==> config.mk <==
export PLATFORM = sky130hd
export DESIGN_NAME = signed_magnitude_divider_96
export DESIGN_NICKNAME = d
export VERILOG_FILES = /design/src/rtl/smd_pkg.sv /design/src/rtl/smd_ctrl.sv /design/src/rtl/smd_dp.sv /design/src/rtl/signed_magnitude_divider_96.sv
export SDC_FILE = /design/constraint.sdc
export NUM_CORES = 1
export LEC_CHECK = 0
export ABC_AREA = 1
export BUFFER_PORTS_ARGS = -buffer_cell sky130_fd_sc_hd__buf_2
export CORE_MARGIN = 4
export CORE_UTILIZATION = 60
export DETAILED_ROUTE_END_ITERATION = 7
export PLACE_DENSITY_LB_ADDON = 0.15
export RECOVER_POWER = 50
export SLEW_MARGIN = 20
export SYNTH_ARGS = -nofsm -noshare
export SYNTH_HDL_FRONTEND = slang
export SYNTH_SLANG_ARGS = --single-unit
==> constraint.sdc <==
create_clock -name clk -period 7.7 [get_ports clk]
set_clock_uncertainty 0.1 [all_clocks]
set_input_delay 0.77 -clock clk [delete_from_list [all_inputs] [get_ports clk]]
set_output_delay 0.77 -clock clk [all_outputs]
set_load 0.01 [all_outputs]
==> src/rtl/smd_pkg.sv <==
// Shared constants and controller/datapath interface types for the sign-magnitude divider.
`timescale 1ns / 1ps

package smd_pkg;

  localparam int MAG_BITS = 96;
  localparam int FIELD_BITS = 96;
  localparam int LO_BITS = 64;
  localparam int HI_BITS = 32;
  localparam int CNT_W = (MAG_BITS > 1) ? $clog2(MAG_BITS) : 1;
  localparam int IN_DATA_BITS = 200;
  localparam int OUT_DATA_BITS = 104;

  typedef struct packed {
    logic load;
    logic step;
    logic publish;
  } dp_cmd_t;

  typedef struct packed {
    logic den_zero;
  } dp_stat_t;

endpackage

==> src/rtl/smd_ctrl.sv <==
// Controller for the divider: accepts a word, sequences the divide steps, fills the output.
`timescale 1ns / 1ps

module smd_ctrl (
  input  logic               clk,
  input  logic               rst_n,
  input  logic               in_tvalid,
  output logic               in_tready,
  output logic               out_tvalid,
  input  logic               out_tready,
  input  smd_pkg::dp_stat_t  stat,
  output smd_pkg::dp_cmd_t   cmd
);

  localparam logic [1:0] S_IDLE = 2'd0;
  localparam logic [1:0] S_RUN  = 2'd1;
  localparam logic [1:0] S_DONE = 2'd2;

  logic [1:0] state_r, state_nxt;
  logic [smd_pkg::CNT_W-1:0] cnt_r, cnt_nxt;
  logic out_valid_r, out_valid_nxt;
  logic accept;
  logic publish;

  assign in_tready = (state_r == S_IDLE);
  assign accept = in_tvalid && in_tready;
  assign publish = (state_r == S_DONE) && (!out_valid_r || out_tready);
  assign out_tvalid = out_valid_r;

  always_comb begin
    cmd.load = accept;
    cmd.step = (state_r == S_RUN) && !stat.den_zero;
    cmd.publish = publish;
  end

  always_comb begin
    state_nxt = state_r;
    cnt_nxt = cnt_r;
    case (state_r)
      S_IDLE: begin
        if (accept) begin
          state_nxt = S_RUN;
          cnt_nxt = smd_pkg::CNT_W'(smd_pkg::MAG_BITS - 1);
        end
      end
      S_RUN: begin
        if (stat.den_zero || (cnt_r == '0)) begin
          state_nxt = S_DONE;
        end else begin
          cnt_nxt = cnt_r - 1'b1;
        end
      end
      S_DONE: begin
        if (publish) begin
          state_nxt = S_IDLE;
        end
      end
      default: begin
        state_nxt = S_IDLE;
      end
    endcase
  end

  always_comb begin
    out_valid_nxt = out_valid_r;
    if (out_valid_r && out_tready) begin
      out_valid_nxt = 1'b0;
    end
    if (publish) begin
      out_valid_nxt = 1'b1;
    end
  end

  always_ff @(posedge clk) begin
    if (!rst_n) begin
      state_r <= S_IDLE;
      cnt_r <= '0;
      out_valid_r <= 1'b0;
    end else begin
      state_r <= state_nxt;
      cnt_r <= cnt_nxt;
      out_valid_r <= out_valid_nxt;
    end
  end

endmodule

==> src/rtl/smd_dp.sv <==
// Datapath for the divider: operand registers, restoring shift-subtract step, output register.
`timescale 1ns / 1ps

module smd_dp (
  input  logic                                clk,
  input  logic [smd_pkg::FIELD_BITS-1:0]      dividend_mag,
  input  logic                                dividend_neg,
  input  logic [smd_pkg::FIELD_BITS-1:0]      divisor_mag,
  input  logic                                divisor_neg,
  input  smd_pkg::dp_cmd_t                    cmd,
  output smd_pkg::dp_stat_t                   stat,
  output logic [smd_pkg::FIELD_BITS-1:0]      quotient_mag,
  output logic                                quotient_neg,
  output logic                                status
);

  localparam int MB = smd_pkg::MAG_BITS;
  localparam int FB = smd_pkg::FIELD_BITS;

  logic [MB-1:0] num_r, num_nxt;
  logic [MB-1:0] den_r, den_nxt;
  logic [MB-1:0] rem_r, rem_nxt;
  logic [MB-1:0] quo_r, quo_nxt;
  logic neg_r, neg_nxt;
  logic dz_r, dz_nxt;
  logic [FB-1:0] oq_r, oq_nxt;
  logic oneg_r, oneg_nxt;
  logic ost_r, ost_nxt;

  logic [MB+FB-1:0] num_ext, den_ext;
  logic [MB+FB-1:0] quo_ext;
  logic [MB:0] shifted;
  logic [MB+1:0] diff;
  logic ge;

  // Operands are fitted to the magnitude width: upper bits dropped or zeros added.
  assign num_ext = {{MB{1'b0}}, dividend_mag};
  assign den_ext = {{MB{1'b0}}, divisor_mag};
  assign quo_ext = {{FB{1'b0}}, quo_r};

  assign shifted = {rem_r, num_r[MB-1]};
  assign diff = {1'b0, shifted} - {2'b00, den_r};
  assign ge = !diff[MB+1];

  always_comb begin
    num_nxt = num_r;
    den_nxt = den_r;
    rem_nxt = rem_r;
    quo_nxt = quo_r;
    neg_nxt = neg_r;
    dz_nxt = dz_r;
    oq_nxt = oq_r;
    oneg_nxt = oneg_r;
    ost_nxt = ost_r;
    if (cmd.load) begin
      num_nxt = num_ext[MB-1:0];
      den_nxt = den_ext[MB-1:0];
      rem_nxt = '0;
      quo_nxt = '0;
      neg_nxt = dividend_neg ^ divisor_neg;
      dz_nxt = (den_ext[MB-1:0] == '0);
    end else if (cmd.step) begin
      num_nxt = num_r << 1;
      rem_nxt = ge ? diff[MB-1:0] : shifted[MB-1:0];
      quo_nxt = {quo_r[MB-2:0], ge};
    end
    if (cmd.publish) begin
      oq_nxt = quo_ext[FB-1:0];
      oneg_nxt = neg_r;
      ost_nxt = dz_r;
    end
  end

  always_ff @(posedge clk) begin
    num_r <= num_nxt;
    den_r <= den_nxt;
    rem_r <= rem_nxt;
    quo_r <= quo_nxt;
    neg_r <= neg_nxt;
    dz_r <= dz_nxt;
    oq_r <= oq_nxt;
    oneg_r <= oneg_nxt;
    ost_r <= ost_nxt;
  end

  assign stat.den_zero = dz_r;
  assign quotient_mag = oq_r;
  assign quotient_neg = oneg_r;
  assign status = ost_r;

endmodule

==> src/rtl/signed_magnitude_divider_96.sv <==
// Top level of the sign-magnitude divider: stream ports, controller and datapath.
// One word is divided at a time by restoring shift-subtract division, one quotient bit per
// cycle from a single compare-and-subtract unit. A word passes through these steps from
// acceptance to a valid result: the operands load at the accepting edge, then one step is
// taken per magnitude bit, then the quotient moves into the output register once that
// register is empty or its result is being taken. A zero divisor skips the steps and returns
// with status set and a zero magnitude. The next word is accepted as soon as the result has
// moved to the output register, even if it is not yet taken.
`timescale 1ns / 1ps

module signed_magnitude_divider_96 (
  input  logic                                 clk,
  input  logic                                 rst_n,
  input  logic                                 in_tvalid,
  output logic                                 in_tready,
  // dividend_lo[63:0], dividend_hi[95:64], dividend_neg[96], divisor_lo[160:97],
  // divisor_hi[192:161], divisor_neg[193], zero fill above.
  input  logic [smd_pkg::IN_DATA_BITS-1:0]     in_tdata,
  output logic                                 out_tvalid,
  input  logic                                 out_tready,
  // quotient_lo[63:0], quotient_hi[95:64], quotient_neg[96], status[97], zero fill above.
  output logic [smd_pkg::OUT_DATA_BITS-1:0]    out_tdata
);

  localparam int FB = smd_pkg::FIELD_BITS;

  smd_pkg::dp_cmd_t cmd;
  smd_pkg::dp_stat_t stat;
  logic [FB-1:0] dividend_mag;
  logic [FB-1:0] divisor_mag;
  logic [FB-1:0] quotient_mag;
  logic quotient_neg;
  logic status;

  assign dividend_mag = in_tdata[FB-1:0];
  assign divisor_mag = in_tdata[2*FB:FB+1];

  smd_ctrl u_ctrl (
    .clk        (clk),
    .rst_n      (rst_n),
    .in_tvalid  (in_tvalid),
    .in_tready  (in_tready),
    .out_tvalid (out_tvalid),
    .out_tready (out_tready),
    .stat       (stat),
    .cmd        (cmd)
  );

  smd_dp u_dp (
    .clk          (clk),
    .dividend_mag (dividend_mag),
    .dividend_neg (in_tdata[FB]),
    .divisor_mag  (divisor_mag),
    .divisor_neg  (in_tdata[2*FB+1]),
    .cmd          (cmd),
    .stat         (stat),
    .quotient_mag (quotient_mag),
    .quotient_neg (quotient_neg),
    .status       (status)
  );

  assign out_tdata = {{(smd_pkg::OUT_DATA_BITS - FB - 2){1'b0}}, status, quotient_neg,
                      quotient_mag};

endmodule

==> run summary, run 1 <==
Post-cts resize count: 0
Psw: 1590 uW
Clock-pin slew on the worst setup and hold paths: 0.06 ns
R2r startpoint: u_ctrl.state_r[1]
Gr ovfl total: 0
Hold Path Stages: 1
Yosys reg bits: 494
Critical path startpoint: u_ctrl.state_r[1]
Final setup fails: 0
Commonest non-fill, non-tap cell in the layout: nand2_1
Final core utilization: 0.678
First-pass detailed-route iteration total: 5
Starting Density: 0.607
H-tree depth: 2
Slowest stage delay, CP: 1.57 ns
Die X-Extent: 225 um
Hold Path Class: input pin to flop
Nets: 4,533
R2R setup slack: 3.00 ns
# DRC: 0
Height of the die: 225 um
Final total power: 6260 uW
CP Cell Sequence: nor2_1, nand2_4, clkbuf_1, nand2_1, buf_4
CP bufs+invs: 2
All-Layer GR Usage: 0.336
Most frequent cells in the layout: 1,491 x nand2_1, 673 x inv_1, 418 x nor2_1, 292 x edfxtp_1, 202 x dfxtp_1
RSZ-0062 raised after global routing: no
Mapped Avg Cell Area: 7.11 um^2
CP max-delay cell: clkbuf_1
Synth-to-layout area growth: 11.7%
Wire per inst: 18.0 um
TNS Setup: 0 ns
Initial DRC count: 2,779
Synth Flop Type: edfxtp_1
Worst-case clock buffer depth: 3
Via count: 26,300
TritonCTS clock tree: yes
Number of cells after detailed placement: 4,786
Clock share of power: 0.394
Fmax: 213 MHz
Top post-synthesis cells by area: edfxtp_1 31%, nand2_1 20%, dfxtp_1 14%
Slew headroom: -1.30
Post-synthesis mux area share: 0
Antenna violations before repair: 0
Die area: 50,600 um^2
Worst VDD drop: 0.285 mV
Vias in the first global route: 24,200
Post-DRT Antenna Nets: 0
Pin slew with the least headroom to its limit: 3.44 ns
Pleak: 0.0161 uW
CP top delay family: buffers and inverters
CP Capture Type: flop
Critical Path Fanout Max: 64
PD cells: 198 nW/um^2
Share of cells above drive strength 1: 0.0621
Design Area, Final: 31,600 um^2
Largest net degree at the start of global routing: 138
Post-synthesis async set-or-reset flop share: 0
Crit path required time: 7.84 ns
Number of synthesized flops with an enable pin: 292
Crit path capture: u_dp.num_r[13]
Cell Rows: 79
Final Slew Violations: 129
Post-Layout Cell Count: 4,877
Critical Path Source Type: flop
Sequential cell area fraction in the yosys report: 0.453
Post-CTS Setup Bufs: 0
Total Routed Length: 87.6 mm
Via/cell ratio: 5.39
Worst r2r path cells: 5
Final Hold Viols: 0
Switching Fraction: 0.255
Post-synthesis compound-gate area fraction: 0.0483
Cells after synthesis: 3,974
Post-detail-place hpwl: 65.4 mm
Area after DPL: 30,100 um^2
CP arrival: 4.84 ns
Synth unique cells: 46
Netlist Area Pre-Place: 28,300 um^2
Final min period: 4.70 ns
Core area: 46,600 um^2
Number of diodes: 0
Number of synthesis warnings: 0
Synthesized-area fraction occupied by adder cells: 0.0441
Fin crit share: 0.610
Num Clock Sinks: 494
First-pass GRT wire length: 133 mm
Status: complete, but fails checks
Seq pwr share: 0.498
IO Pins: 310
Reg2reg end: u_dp.num_r[13]
Hold_buf cts: 0
Cell depth of the worst setup path: 5
Routability cong.: 1.06
Failing checks: max-capacitance violations, max-slew violations
XOR/XNOR Fraction of Synth Area: 0.0121
Worst skew pair latency: 0.61 ns
Largest family of logic cells by synthesized area: simple AND/OR/NAND/NOR gates
Combinational power share: 0.109
Share of the synthesized area in the top cell type: 0.310
TritonCTS Buffers: 49
Yosys top cell by area: edfxtp_1
Post-synthesis simple-gate area fraction: 0.332
Internal power: 4660 uW
Clk root buf: clkbuf_16
Max-Cap Viols: 2
PortBufs: 297
CP Class: flop to flop
[final cells by class]
class,count,area (um^2)
Timing Repair Buffer,310,1360
Clock buffer,69,1410
Multi-Input combinational cell,2681,12400
Clock inverter,22,259
Sequential cell,494,12800
Fill cell,4070,15000
Inverter,694,2620
Tap cell,607,759
[cell families after synthesis]
logic type,after synthesis
other,1
DFF,494
adders and majority gates,99
buffers and inverters,804
AOI/OAI and AO/OA,245
xor gates and xnor gates,39
and+or+nand+nor,2292
[power groups by stage]
stage               clock network (uW)  logic (uW)  registers [uW]
floorplan                            0         437            3160
global placement                     0         655            3150
detailed placement                   0         673            3160
CTS                               2490         683            3110
global route                      2600         760            3130
finish                            2470         679            3110
[registers in the layout, summed over array words and instances (netlist names)]
| register | flops |
|---|---|
| u_ctrl.cnt_r | 7 |
| u_ctrl.out_tvalid | 1 |
| u_ctrl.state_r | 2 |
| u_dp.den_r | 96 |
| u_dp.neg_r | 1 |
| u_dp.num_r | 96 |
| u_dp.quo_r | 96 |
| u_dp.quotient_mag | 96 |
| u_dp.quotient_neg | 1 |
| u_dp.rem_r | 96 |
| u_dp.stat | 1 |
| u_dp.status | 1 |
[per-layer routing]
metal,up-vias,part of all wire,wire (um),global-route usage
met5,-,0,0,0
met3,140,0.084,7320,0.0375
met2,1135,0.45,39100,0.533
met1,12000,0.44,38200,0.487
li1,13000,-,-,-
met4,0,0.033,2880,0.106
[Yosys cell counts, types with 13 or more instances]
library cell,count
nor3_1,17
o22ai_1,40
ha_1,98
o21bai_1,16
buf_2,13
inv_2,17
edfxtp_1,292
clkbuf_1,73
o21ai_0,75
inv_1,675
buf_4,14
nand2_1,1492
a21oi_1,88
nand4_1,105
nor2_1,419
nand3b_1,13
nand3_1,181
xor2_1,27
nor4_1,30
dfxtp_1,202
[worst min-delay path by stage]
stage,end,slack (ns),from
2_1_floorplan,u_dp.quotient_neg,0.30,u_dp.neg_r
3_3_place_gp,u_dp.quotient_neg,0.30,u_dp.neg_r
3_5_place_dp,u_dp.quotient_mag[6],0.31,u_dp.quo_r[6]
4_1_cts,u_dp.den_r[18],0.22,in_tdata[115]
5_1_grt,u_dp.den_r[14],0.23,in_tdata[111]
6_report,u_dp.den_r[46],0.25,in_tdata[143]
[metrics by stage]
stage / worst slack (ns) / hold WS [ns]
3_3_place_gp: 3.34 / 0.304
5_1_grt: 2.57 / 0.230
3_5_place_dp: 3.30 / 0.313
4_1_cts: 3.24 / 0.223
6_report: 3.00 / 0.249
2_1_floorplan: 2.11 / 0.300
Power figures use the tool's default switching activity.
==> inputs of run 2 (changes only) <==
clock period = 4.9 ns   (was 7.7 ns; I/O delays follow)
==> run 2 against run 1 <==
The run still ends with max-capacitance violations, max-slew violations left. Register-to-register slack worse by 1.7 ns. Hold slack worse by 0.21 ns. Die area unchanged. Critical path depth down 1. Via count up 2.0%.
==> run summary, run 2 (synthesized netlist as in run 1, its figures left out) <==
Status: complete, but fails checks
Failing checks: max-capacitance violations, max-slew violations
PD cells: 306 nW/um^2
Critical Path Source Type: flop
Via/cell ratio: 5.38
Pleak: 0.0165 uW
First-pass GRT wire length: 137 mm
Total Routed Length: 89.6 mm
TritonCTS clock tree: yes
Commonest non-fill, non-tap cell in the layout: nand2_1
CP Class: flop to flop
Via count: 26,800
Post-detail-place hpwl: 65.2 mm
Hold Path Class: input pin to flop
Fmax: 275 MHz
Critical Path Fanout Max: 83
Final Hold Viols: 0
Clock-pin slew on the worst setup and hold paths: 0.07 ns
H-tree depth: 2
Worst skew pair latency: 0.61 ns
Worst Hold Slack: 0.0400 ns
Final min period: 3.64 ns
Starting Density: 0.607
Largest net degree at the start of global routing: 124
Core area: 46,600 um^2
CP arrival: 3.73 ns
RSZ-0062 raised after global routing: no
PortBufs: 297
Final setup fails: 0
Final total power: 9990 uW
TNS Setup: 0 ns
Final Slew Violations: 264
CP Capture Type: flop
Most frequent cells in the layout: 1,492 x nand2_1, 674 x inv_1, 419 x nor2_1, 292 x edfxtp_1, 202 x dfxtp_1
Antenna violations before repair: 1
Vias in the first global route: 25,100
Sequential Area: 12,800 um^2
Crit path required time: 4.99 ns
Worst-case clock buffer depth: 3
Number of cells after detailed placement: 4,790
Fillers: 3,946
First-pass detailed-route iteration total: 6
All-Layer GR Usage: 0.343
# DRC: 0
Clk root buf: clkbuf_16
Wire per inst: 18.0 um
Nets: 4,633
Post-DRT Antenna Nets: 0
Initial DRC count: 2,532
Fin crit share: 0.743
Cell Rows: 79
Share of cells above drive strength 1: 0.0583
Footprint of the multi-input gates: 12,400 um^2
Synth-to-layout area growth: 15.3%
Routability cong.: 1.05
Num Clock Sinks: 494
Pin slew with the least headroom to its limit: 2.03 ns
Worst VDD drop: 0.448 mV
IO Pins: 310
Die area: 50,600 um^2
TritonCTS Buffers: 49
Gr ovfl total: 0
Post-Layout Cell Count: 4,981
Max-Cap Viols: 3
Die X-Extent: 225 um
Height of the die: 225 um
Slew headroom: -0.352
run 2: cell count changes in the layout (fill, tap and decap cells not counted), sizes merged:
cell | before | now
clkinv | 12 | 21
dlygate4sd3 | 0 | 96
bufinv | 4 | 5
clkinvlp | 4 | 3
buf | 137 | 122
clkbuf | 242 | 253
diode | 0 | 3
run 2: worst paths after layout:
path | start | end | slack [ns] | depth (start not counted)
worst min register to register | u_dp.neg_r | u_dp.quotient_neg | 0.33 | 0
worst max-delay path | u_ctrl.state_r[0] | u_dp.quotient_mag[22] | 1.26 | 4
worst min-delay path | in_tdata[38] | u_dp.num_r[38] | 0.04 | 3
worst max register to register | u_ctrl.state_r[0] | u_dp.quotient_mag[22] | 1.26 | 4
run 2: per-stage QoR:
step	util	cell area, um^2	setup slack (ns)
after global placement	0.649	30200	1.41
after global routing	0.700	32600	1.01
final	0.700	32600	1.26
after detailed placement	0.649	30200	1.42
after floorplan	-	28300	0.331
after CTS	0.706	32900	1.43
run 2: power breakdown:
| part | switching [uW] | internal [uW] | leakage, uW |
|---|---|---|---|
| sequential | 121 | 4770 | 0.00443 |
| combinational | 796 | 356 | 0.0113 |
| clock | 1700 | 2250 | 0.000836 |
run 2: critical path, cell delays in order, from the launching register on:
cell      delay (ns)
dfxtp_1         0.31
inv_1           0.07
nand2_1         0.10
nor2_1          0.97
clkbuf_2        1.58
run 2: routing by layer:
layer,vias up,part of all wire,GRT usage
met4,0,0.042,0.131
met5,-,0,0
met2,1168,0.45,0.550
li1,13100,-,-
met1,12300,0.42,0.472
met3,193,0.085,0.0560
run 2: layout make-up:
cell class / count / share of cell area
clock inverters: 31 / 0.0112
well taps: 607 / 0.0233
diodes: 3 / 0.000230
clock buffers: 61 / 0.0412
multi-input cells: 2681 / 0.379
repair buffers: 410 / 0.0719
inverters: 694 / 0.0802
flip-flops and latches: 494 / 0.393
run 2: repair_timing:
action	4_1_cts	5_1_grt
endpoints found under the setup margin	0	0
endpoints found under the hold margin	96	0
hold buffers	96	0
setup buffers	0	0
gates resized for setup	0	0
